<file path="config.mk">
export PLATFORM = sky130hd
export DESIGN_NAME = running_sample_statistics
export DESIGN_NICKNAME = d
export VERILOG_FILES = /design/src/rss_pkg.sv /design/src/rss_front.sv /design/src/rss_back.sv /design/src/running_sample_statistics.sv
export VERILOG_INCLUDE_DIRS = /design/src /design/src/src
export SDC_FILE = /design/constraint.sdc
export NUM_CORES = 2
export LEC_CHECK = 0
export BUFFER_PORTS_ARGS = -buffer_cell sky130_fd_sc_hd__buf_2
export CAP_MARGIN = 20
export CORE_MARGIN = 10
export CORE_UTILIZATION = 59
export DETAILED_ROUTE_END_ITERATION = 16
export PLACE_DENSITY_LB_ADDON = 0.08
export SLEW_MARGIN = 20
export SYNTH_ARGS = -nofsm -noshare
export SYNTH_HDL_FRONTEND = slang
export SYNTH_SLANG_ARGS = --single-unit
</file>
<file path="constraint.sdc">
create_clock -name aclk -period 10.5 [get_ports aclk]
set_input_delay 1.575 -clock aclk [delete_from_list [all_inputs] [get_ports aclk]]
set_output_delay 1.575 -clock aclk [all_outputs]
set_load 0.02 [all_outputs]
</file>
<file path="src/assert_macros.svh">
// Assertion helpers for the statistics block
`ifndef ASSERT_MACROS_SVH
`define ASSERT_MACROS_SVH
`define CHK_IMPL(lbl, clk, rstn, a, b) \
    lbl: assert property (@(posedge clk) disable iff (!rstn) (a) |-> (b)) \
        else $error("check failed");
`define CHK_NEXT(lbl, clk, rstn, a, b) \
    lbl: assert property (@(posedge clk) disable iff (!rstn) (a) |=> (b)) \
        else $error("check failed");
`endif

</file>
<file path="src/rss_pkg.sv">
`default_nettype none
package rss_pkg;
    localparam int COUNT_LOG2_DEF = 20;
    localparam int SAMPLE_BITS_DEF = 20;
    localparam int FRACTION_BITS_DEF = 4;
    localparam int IN_W = 20;
    localparam int CNT_W = 21;
    localparam int SUM_W = 40;
    localparam int SQ_W = 60;
    localparam int SD_W = 19;
    localparam int DIV_W = 64;

    typedef enum logic [2:0] {
        BK_IDLE, BK_DIV_SUM, BK_DIV_SQ, BK_MSQ, BK_SQRT, BK_OUT
    } bk_state_t;

    typedef struct packed {
        logic signed [IN_W-1:0] min_v;
        logic signed [IN_W-1:0] max_v;
        logic signed [SUM_W-1:0] sum;
        logic [SQ_W-1:0] sumsq;
        logic [CNT_W-1:0] cnt;
        logic dropped;
    } set_stats_t;
endpackage
`default_nettype wire

</file>
<file path="src/rss_front.sv">
`default_nettype none
module rss_front #(
    parameter int COUNT_LOG2 = rss_pkg::COUNT_LOG2_DEF,
    parameter int SAMPLE_BITS = rss_pkg::SAMPLE_BITS_DEF
) (
    input wire logic aclk,
    input wire logic aresetn,
    input wire logic s_valid,
    output logic s_ready,
    input wire logic [rss_pkg::IN_W-1:0] s_sample,
    input wire logic s_last,
    output logic q_valid,
    input wire logic q_ready,
    output rss_pkg::set_stats_t q_data
);
    localparam int CW = COUNT_LOG2 + 1;
    localparam logic [CW-1:0] LIMIT = CW'(1) << COUNT_LOG2;
    localparam logic signed [SAMPLE_BITS-1:0] SMAX = {1'b0, {(SAMPLE_BITS-1){1'b1}}};
    localparam logic signed [SAMPLE_BITS-1:0] SMIN = {1'b1, {(SAMPLE_BITS-1){1'b0}}};

    logic signed [SAMPLE_BITS-1:0] min_reg, min_next, max_reg, max_next;
    logic signed [rss_pkg::SUM_W-1:0] sum_reg, sum_next;
    logic [rss_pkg::SQ_W-1:0] sq_reg, sq_next;
    logic [CW-1:0] cnt_reg, cnt_next;
    logic drop_reg, drop_next;
    logic pend_reg, pend_next;
    logic signed [SAMPLE_BITS-1:0] s;
    logic [SAMPLE_BITS-1:0] mag;
    logic take;

    assign s = s_sample[SAMPLE_BITS-1:0];
    assign mag = s[SAMPLE_BITS-1] ? SAMPLE_BITS'(-s) : SAMPLE_BITS'(s);
    assign s_ready = !pend_reg;
    assign take = s_valid && s_ready;
    assign q_valid = pend_reg;
    assign q_data.min_v = rss_pkg::IN_W'(min_reg);
    assign q_data.max_v = rss_pkg::IN_W'(max_reg);
    assign q_data.sum = sum_reg;
    assign q_data.sumsq = sq_reg;
    assign q_data.cnt = rss_pkg::CNT_W'(cnt_reg);
    assign q_data.dropped = drop_reg;

    always_comb begin
        min_next = min_reg;
        max_next = max_reg;
        sum_next = sum_reg;
        sq_next = sq_reg;
        cnt_next = cnt_reg;
        drop_next = drop_reg;
        pend_next = pend_reg;
        if (pend_reg && q_ready) begin
            pend_next = 1'b0;
            min_next = SMAX;
            max_next = SMIN;
            sum_next = '0;
            sq_next = '0;
            cnt_next = '0;
            drop_next = 1'b0;
        end else if (take) begin
            if (cnt_reg < LIMIT) begin
                if (s < min_reg) min_next = s;
                if (s > max_reg) max_next = s;
                sum_next = sum_reg + rss_pkg::SUM_W'(s);
                sq_next = sq_reg + rss_pkg::SQ_W'({{SAMPLE_BITS{1'b0}}, mag} * mag);
                cnt_next = cnt_reg + CW'(1);
            end else begin
                drop_next = 1'b1;
            end
            pend_next = s_last;
        end
    end

    always_ff @(posedge aclk) begin
        if (!aresetn) begin
            pend_reg <= 1'b0;
            min_reg <= SMAX;
            max_reg <= SMIN;
            sum_reg <= '0;
            sq_reg <= '0;
            cnt_reg <= '0;
            drop_reg <= 1'b0;
        end else begin
            pend_reg <= pend_next;
            min_reg <= min_next;
            max_reg <= max_next;
            sum_reg <= sum_next;
            sq_reg <= sq_next;
            cnt_reg <= cnt_next;
            drop_reg <= drop_next;
        end
    end
endmodule
`default_nettype wire

</file>
<file path="src/rss_back.sv">
`default_nettype none
module rss_back (
    input wire logic aclk,
    input wire logic aresetn,
    input wire logic q_valid,
    output logic q_ready,
    input wire rss_pkg::set_stats_t q_data,
    output logic m_valid,
    input wire logic m_ready,
    output logic [rss_pkg::IN_W-1:0] m_min_value,
    output logic [rss_pkg::IN_W-1:0] m_max_value,
    output logic [rss_pkg::IN_W-1:0] m_mean_value,
    output logic [rss_pkg::SD_W-1:0] m_std_dev,
    output logic [rss_pkg::CNT_W-1:0] m_sample_count,
    output logic m_overflow
);
    localparam int W = rss_pkg::DIV_W;
    localparam logic [W-1:0] SDMAX = W'(524287);
    rss_pkg::bk_state_t st_reg, st_next;
    rss_pkg::set_stats_t d_reg, d_next;
    logic [W-1:0] rem_reg, rem_next, quo_reg, quo_next;
    logic [6:0] it_reg, it_next;
    logic neg_reg, neg_next;
    logic [rss_pkg::IN_W-1:0] mean_reg, mean_next;
    logic [W-1:0] avg_reg, avg_next;
    logic [W-1:0] bit_reg, bit_next;
    logic [rss_pkg::SD_W-1:0] sd_reg, sd_next;
    logic ov_reg, ov_next;
    logic [W:0] trial;
    logic [W-1:0] divisor, sqt;
    logic [rss_pkg::IN_W-1:0] mmag;

    assign divisor = W'(d_reg.cnt);
    assign trial = {rem_reg, quo_reg[W-1]} - {1'b0, divisor};
    assign sqt = quo_reg + bit_reg;
    assign mmag = mean_reg[rss_pkg::IN_W-1] ? -mean_reg : mean_reg;
    assign q_ready = (st_reg == rss_pkg::BK_IDLE);
    assign m_min_value = d_reg.min_v;
    assign m_max_value = d_reg.max_v;
    assign m_mean_value = mean_reg;
    assign m_std_dev = sd_reg;
    assign m_sample_count = d_reg.cnt;
    assign m_overflow = ov_reg;

    always_comb begin
        st_next = st_reg;
        d_next = d_reg;
        rem_next = rem_reg;
        quo_next = quo_reg;
        it_next = it_reg;
        neg_next = neg_reg;
        mean_next = mean_reg;
        avg_next = avg_reg;
        bit_next = bit_reg;
        sd_next = sd_reg;
        ov_next = ov_reg;
        m_valid = 1'b0;
        unique case (st_reg)
            rss_pkg::BK_IDLE: begin
                if (q_valid) begin
                    d_next = q_data;
                    ov_next = q_data.dropped;
                    st_next = rss_pkg::BK_DIV_SUM;
                    rem_next = '0;
                    neg_next = q_data.sum[rss_pkg::SUM_W-1];
                    quo_next = W'(q_data.sum[rss_pkg::SUM_W-1] ? -q_data.sum : q_data.sum);
                    it_next = 7'(W);
                end
            end
            rss_pkg::BK_DIV_SUM, rss_pkg::BK_DIV_SQ: begin
                if (!trial[W]) begin
                    rem_next = trial[W-1:0];
                    quo_next = {quo_reg[W-2:0], 1'b1};
                end else begin
                    rem_next = {rem_reg[W-2:0], quo_reg[W-1]};
                    quo_next = {quo_reg[W-2:0], 1'b0};
                end
                it_next = it_reg - 7'(1);
                if (it_reg == 7'(1)) begin
                    rem_next = '0;
                    it_next = 7'(W);
                    if (st_reg == rss_pkg::BK_DIV_SUM) begin
                        mean_next = neg_reg ? -quo_next[rss_pkg::IN_W-1:0]
                                            : quo_next[rss_pkg::IN_W-1:0];
                        quo_next = W'(d_reg.sumsq);
                        st_next = rss_pkg::BK_DIV_SQ;
                    end else begin
                        avg_next = quo_next;
                        st_next = rss_pkg::BK_MSQ;
                    end
                end
            end
            rss_pkg::BK_MSQ: begin
                if (avg_reg > W'(mmag * mmag)) rem_next = avg_reg - W'(mmag * mmag);
                else rem_next = '0;
                quo_next = '0;
                bit_next = W'(1) << 62;
                st_next = rss_pkg::BK_SQRT;
            end
            rss_pkg::BK_SQRT: begin
                if (bit_reg == '0) begin
                    sd_next = (quo_reg > SDMAX) ? rss_pkg::SD_W'(SDMAX)
                                                : quo_reg[rss_pkg::SD_W-1:0];
                    st_next = rss_pkg::BK_OUT;
                end else begin
                    if (rem_reg >= sqt) begin
                        rem_next = rem_reg - sqt;
                        quo_next = (quo_reg >> 1) + bit_reg;
                    end else begin
                        quo_next = quo_reg >> 1;
                    end
                    bit_next = bit_reg >> 2;
                end
            end
            rss_pkg::BK_OUT: begin
                m_valid = 1'b1;
                if (m_ready) st_next = rss_pkg::BK_IDLE;
            end
            default: st_next = rss_pkg::BK_IDLE;
        endcase
    end

    always_ff @(posedge aclk) begin
        if (!aresetn) begin
            st_reg <= rss_pkg::BK_IDLE;
        end else begin
            st_reg <= st_next;
        end
        d_reg <= d_next;
        rem_reg <= rem_next;
        quo_reg <= quo_next;
        it_reg <= it_next;
        neg_reg <= neg_next;
        mean_reg <= mean_next;
        avg_reg <= avg_next;
        bit_reg <= bit_next;
        sd_reg <= sd_next;
        ov_reg <= ov_next;
    end
endmodule
`default_nettype wire

</file>
<file path="src/running_sample_statistics.sv">
`default_nettype none
// Streaming min/max/mean/standard deviation. Samples are taken one per cycle;
// the sample marked last closes the set. The front accumulator then holds
// the set's totals until the back unit, once idle, takes them. The back unit
// runs two restoring divides (sum and sum of squares by the count), forms the
// variance and takes its bit-pair square root before m_valid rises. While a
// closed set waits for the back unit, new samples are held off.
`include "assert_macros.svh"
module running_sample_statistics #(
    parameter int COUNT_LOG2 = rss_pkg::COUNT_LOG2_DEF,
    parameter int SAMPLE_BITS = rss_pkg::SAMPLE_BITS_DEF
) (
    input wire logic aclk,
    input wire logic aresetn,
    input wire logic s_valid,
    output logic s_ready,
    input wire logic [rss_pkg::IN_W-1:0] s_sample,
    input wire logic s_last,
    output logic m_valid,
    input wire logic m_ready,
    output logic [rss_pkg::IN_W-1:0] m_min_value,
    output logic [rss_pkg::IN_W-1:0] m_max_value,
    output logic [rss_pkg::IN_W-1:0] m_mean_value,
    output logic [rss_pkg::SD_W-1:0] m_std_dev,
    output logic [rss_pkg::CNT_W-1:0] m_sample_count,
    output logic m_overflow
);
    logic q_valid, q_ready;
    rss_pkg::set_stats_t q_data;

    rss_front #(.COUNT_LOG2(COUNT_LOG2), .SAMPLE_BITS(SAMPLE_BITS)) u_front (
        .aclk, .aresetn, .s_valid, .s_ready, .s_sample, .s_last,
        .q_valid, .q_ready, .q_data
    );

    rss_back u_back (
        .aclk, .aresetn, .q_valid, .q_ready, .q_data,
        .m_valid, .m_ready, .m_min_value, .m_max_value, .m_mean_value,
        .m_std_dev, .m_sample_count, .m_overflow
    );

    `CHK_NEXT(a_hold_after_last, aclk, aresetn, s_valid && s_ready && s_last, !s_ready)
    `CHK_IMPL(a_count_nonzero, aclk, aresetn, m_valid, m_sample_count != '0)
    `CHK_IMPL(a_minmax_order, aclk, aresetn, m_valid,
        $signed(m_min_value) <= $signed(m_max_value))
endmodule
`default_nettype wire

</file>
Yosys cells after proc, flatten, opt, wreduce, memory -nomap -nowiden
Cells that the tools add are included.
{"block": "totals", "reg_bits": 591, "latchBits": 0, "ram_bits": 0, "rom_bits": 0, "in_bits": 25, "elab_cells": 111, "n_memories": 0}
{"block": "classes", "n_addsub": 13, "multipliers": 2, "div_mod_pow": 0, "n_lt_le_gt_ge": 6, "n_eq_ne": 12, "n_shift": 0, "mux": 31, "bitwise": 3, "reduce_logical": 23}
{"op": "two-way mux 64 bit", "n": 14}
{"op": "one-hot mux 64 bit (4 select lines)", "n": 2}
{"op": "one-hot mux 64 bit (2 select lines)", "n": 1}
{"op": "multiplier 20 x 20 -> 40 bit", "n": 2}
{"op": "subtractor 65 x 21 -> 65 bit", "n": 1}
{"op": "adder 63 x 64 -> 64 bit", "n": 1}
{"op": "adder 64 bit", "n": 1}
{"op": ">= comparator 64 bit", "n": 1}
{"op": "> comparator 64 x 19 -> 1 bit, second input constant", "n": 1}
{"op": "> comparator 64 x 40 -> 1 bit", "n": 1}
{"op": "zero test 64 bit", "n": 1}
{"op": "negation 40 -> 64 bit", "n": 1}
{"op": "subtractor 64 x 40 -> 64 bit", "n": 1}
{"op": "subtractor 64 bit", "n": 1}
{"op": "adder 60 x 40 -> 60 bit", "n": 1}
{"op": "two-way mux 20 bit", "n": 3}
{"op": "negation 20 bit", "n": 3}
{"op": "adder 40 x 20 -> 40 bit", "n": 1}
{"op": "adder 21 x 1 -> 21 bit, second input constant", "n": 1}
{"op": "< comparator 21 bit, second input constant", "n": 1}
{"op": "> comparator 20 bit", "n": 1}
{"op": "< comparator 20 bit", "n": 1}
{"op": "one-hot mux 3 bit (5 select lines)", "n": 1}
{"op": "AND reduction 3 bit", "n": 5}
{"op": "20 further kinds", "n": 43}

Longest topological paths before layout
{"block": "logic_depth", "word_depth": 6, "ltp_mapped": 48, "depth_no_buf": 45}

Hierarchy
Synthesis repeated with hierarchy kept, for this count alone.
{"block": "unflattened", "hier_cells": 7040, "area_unflattened_um2": 63835.0}
{"mod": "rss_back", "n_inst": 1, "cells_per_inst": 4452, "area_per_inst_um2": 41697.5, "seq_area_each_um2": 11861.4}
{"mod": "rss_front", "n_inst": 1, "cells_per_inst": 2588, "area_per_inst_um2": 22137.5, "seq_area_each_um2": 3263.1}

Worst setup path before layout
OpenSTA, ideal clock, no wires.
{"block": "synth_path", "kind": "flip-flop to flip-flop", "start": "register u_back.mean_reg, in the netlist u_back.m_mean_value[0]", "end": "register u_back.rem_reg[0], data pin", "arrival_ps": 11077, "required_time_ps": 10223, "setup_slack_ps": -853, "stages_incl_launch_ff": 48, "path_buffers": 6, "path_cell_list": "edfxtp_1 -> clkbuf_1 -> inv_1 -> clkbuf_1 -> ha_1 -> nand2b_1 -> or3_1 -> o21ai_0 -> xnor2_1 -> inv_1 -> clkbuf_1 -> nor2_1 -> fa_1 -> fa_1 -> inv_1 -> fa_1 -> inv_1 -> fa_1 -> [12 not listed] -> a311oi_1 -> o21ba_2 -> nor2b_1 -> nor2_1 -> xor2_1 -> ha_1 -> clkbuf_1 -> nand2_1 -> nor2_1 -> a211oi_1 -> o21ai_0 -> a221oi_1 -> o21ai_0 -> nand2_1 -> a21o_1 -> clkbuf_1 -> clkbuf_1 -> o221ai_1"}
{"block": "synth_via", "elab_chain_len": 6}
{"item": "start, declared", "line": "rss_back.sv:24", "rtl": "logic [rss_pkg::IN_W-1:0] mean_reg, mean_next;"}
{"item": "start signal, assigned", "line": "rss_back.sv:134", "rtl": "mean_reg <= mean_next;"}
{"item": "negation 20 bit", "line": "rss_back.sv:36", "rtl": "assign mmag = mean_reg[rss_pkg::IN_W-1] ? -mean_reg : mean_reg;"}
{"item": "two-way mux 20 bit (*)", "line": "rss_back.sv:36"}
{"item": "multiplier 20 x 20 -> 40 bit (*)", "line": "rss_back.sv:94", "rtl": "if (avg_reg > W'(mmag * mmag)) rem_next = avg_reg - W'(mmag * mmag);"}
{"item": "subtractor 64 x 40 -> 64 bit / > comparator 64 x 40 -> 1 bit (equally long branches)", "line": "rss_back.sv:94"}
{"item": "two-way mux 64 bit (*)", "line": "rss_back.sv:94"}
{"item": "one-hot mux 64 bit (4 select lines) (*)", "line": "rss_back.sv:58", "rtl": "unique case (st_reg)"}
{"item": "via u_back.rem_next[0]", "line": "rss_back.sv:21", "rtl": "logic [W-1:0] rem_reg, rem_next, quo_reg, quo_next;"}
{"item": "end signal, assigned", "line": "rss_back.sv:130", "rtl": "rem_reg <= rem_next;"}
{"item": "end, declared", "line": "rss_back.sv:21"}
The timed path passes the listed nets; every way through them passes the cells marked *.
A chain may end at the register's enable or synchronous reset.

Worst setup path after layout
{"block": "layout_path", "start": "register u_back.mean_reg, in the netlist u_back.m_mean_value[1]", "end": "register u_back.rem_reg[9], data pin"}
Same word-level chain as after synthesis.

==> out/metrics.yaml <==
yosys:
  ys_types: 104
  synth_area_per_cell_um2: 8.908
  syn_area_mm2: 0.06372
  synthArstFlopShare: 0
  synth_edf_count: 393
  netlist_top_cells_area: "fa_1, edfxtp_1, ha_1"
  syn_inst: 7153
  ys.flop_type: "edfxtp_1"
  yosys_register_bits: 559
  ys_seq_area_frac: 0.2374
  synth_largest_area_cell: "fa_1"
  yosysWarnings: 0
  synth_top_area_frac: 0.1891
power:
  swShare: 0.4747
  peakVddDrop_uv: 1134
  pwr-share-clk: 0.087
  power_density_mw_per_mm2: 404.8
  combPwrFrac: 0.814
  seqPwrFrac: 0.099
  p_switching_mw: 13.88
  totalPowerFinal_mw: 29.23
  p_leak_nw: 32.89
  internal_power_mw: 15.35
clocking:
  clk_pin_slew_ps: 60
  numCtsBuffers: 68
  htreeDepth: 3
  cts_sinks: 559
  cts_buffer_depth: 3
  tritoncts: "done"
  root_buffer: "clkbuf_16"
  clk_latency_ps: 690
timing:
  fin_crit_ps: 10270
  finalMaxSlewViolations: 0
  worst_pin_slew_ps: 1036
  hold_viol_final: 0
  slew_headroom: 0.3096
  finalSetupViolations: 0
  rsz0062_at_grt: "true"
  skew_ps: 54.87
  holdWs_ps: 433.6
  setup_ws_ps: 229.7
  post-route-period-util: 0.9781
  fmax_mhz: 97.37
worst_setup_path:
  worst-path-max-fanout: 5
  crit_buf_inv: 9
  critical-path-max-stage-delay_ps: 540
  crit_start: "u_back.m_mean_value[1]"
  critical_path_required_ps: 10870
  critical_path_class: "flip-flop to flip-flop"
  setup.worst_path.start_class: "flip-flop"
  cp_common_cell: "fa_1"
  reg2reg_from: "u_back.m_mean_value[1]"
  critPathSlowestCell: "fa_1"
  end_kind: "flip-flop"
  crit_arrival_ps: 10640
  critical_path.top_delay_family: "adder cells"
floorplanning:
  io_pins: 128
  die-height_um: 348.6
  core_area_mm2: 0.1072
  initial_core_util: 0.5944
  die_w_um: 348.6
  die_area_mm2: 0.1215
  rows: 120
drt:
  dr.pass1.iters: 6
  num_vias: 53890
  wl_per_cell_um: 22.25
  wirelength_mm: 200.3
  antenna_left: 0
  routed_via_density: 5.987
  drt_iter0_drc: 5189
  drcViolationCount: 0
run:
  maxCapViolations: 0
finish:
  nets: 8742
  mostFrequentLayoutCells: "inv_1, nand2_1, fa_1"
  final_common_cell: "inv_1"
  utilization: 0.6735
  drive_gt1_frac: 0.1319
  areaGrowthSynthToFinish_pct: 13.32
  antenna_cells: 0
placed_design:
  io_buffers: 127
  dp_worst_setup_slack_ps: -116.1
  dpl.hpwl_mm: 160.8
  gp_congestion: 0.9847
worst_hold_path:
  min_from: "u_front.drop_reg"
  hold_class: "flip-flop to flip-flop"
global_route:
  grt_use_total: 0.3223
  antenna_found_initial: 0
  grt_pass1_wl_mm: 307.3
  grt_pass1_vias: 53560
  grt_overflow_total: 0
  grt_max_degree: 82
status:
  status: "completed"
[kinds of logic (layout without fill, tap and decap cells)]
kind of cell,after synthesis,after routing,synth area share
simple gates,1995,1995,0.1467
compound gates,1522,1522,0.1504
buf+inv,1307,1723,0.08096
fa+ha+maj,1175,1175,0.3017
flops,559,559,0.2374
xor+xnor,538,538,0.07407
mux,55,55,0.008719
other cells,2,31,0.0001179
[final timing paths]
path,endpoint,slack [ps],cells past startpoint
worst min register to register,u_back.m_overflow,430,0
worst max-delay path,u_back.rem_reg[9],230,40
worst min-delay path,u_back.m_overflow,430,0
worst max register to register,u_back.rem_reg[9],230,40
[power groups by stage]
stage          Sequential, mW  Clock, mW  Combinational (mW)
2_1_floorplan            2.77          0                14.7
3_3_place_gp             2.93          0                23.3
3_5_place_dp             2.94          0                23.4
4_1_cts                  2.89       2.58                23.6
5_1_grt                  2.91       2.66                26.6
6_report                 2.90       2.55                23.8
[cells in the mapped netlist (83+ instances only)]
cell and n:
inv_1 930, nand2_1 717, fa_1 602, ha_1 573, nor2_1 521, a21oi_1 447
edfxtp_1 393, o21ai_0 346, xnor2_1 292, clkbuf_1 281, xor2_1 245, dfxtp_1 166
a21o_1 159, nand4_1 107, nor3_1 93, a31oi_1 91, and3_1 91, nand3_1 91
nand2b_1 83
[area by class of cell]
class / count / area (µm²)
repair buffers: 650 / 4755
clock buffers: 86 / 1831
fillers: 8971 / 35000
inverters: 947 / 3566
flip-flops and latches: 559 / 15120
clock inverters: 40 / 575.6
well taps: 1403 / 1755
multi-input cells: 5316 / 44600
[layer usage]
| layer | track usage | vias to the layer above | share of wire | wire [µm] |
|---|---|---|---|---|
| met5 | 0 | - | 0 | 0 |
| met4 | 0.1198 | 0 | 0.044 | 8732 |
| met3 | 0.06033 | 416 | 0.082 | 16500 |
| met2 | 0.5274 | 2162 | 0.47 | 93150 |
| met1 | 0.4236 | 26210 | 0.41 | 81880 |
| li1 | - | 25100 | - | - |
[stage by stage]
step,area [µm²],TNS (ps),std cells
after floorplan,63940,-3.848,7182
after global placement,68470,0,8833
after detailed placement,68470,-2890,8833
after CTS,71000,0,8962
after global routing,72200,-8870,9001
final,72200,0,9001
[worst reg2reg max path, delay by kind of cell (launching register included)]
kind / cells / cell delay, ps
adders and majority gates: 9 / 4070
and+or+nand+nor: 10 / 2280
buffers and inverters: 9 / 1090
AOI/OAI and AO/OA: 10 / 1890
DFF: 1 / 370
xor gates and xnor gates: 2 / 320
[timing repair]
action	4_1_cts	5_1_grt
gates resized for setup	22	177
pin swaps	5	105
cloned	0	3
endpoints found under the setup margin	52	64
setup buffers	3	36
hold buffers	0	0
Power figures use the tool's default switching activity.
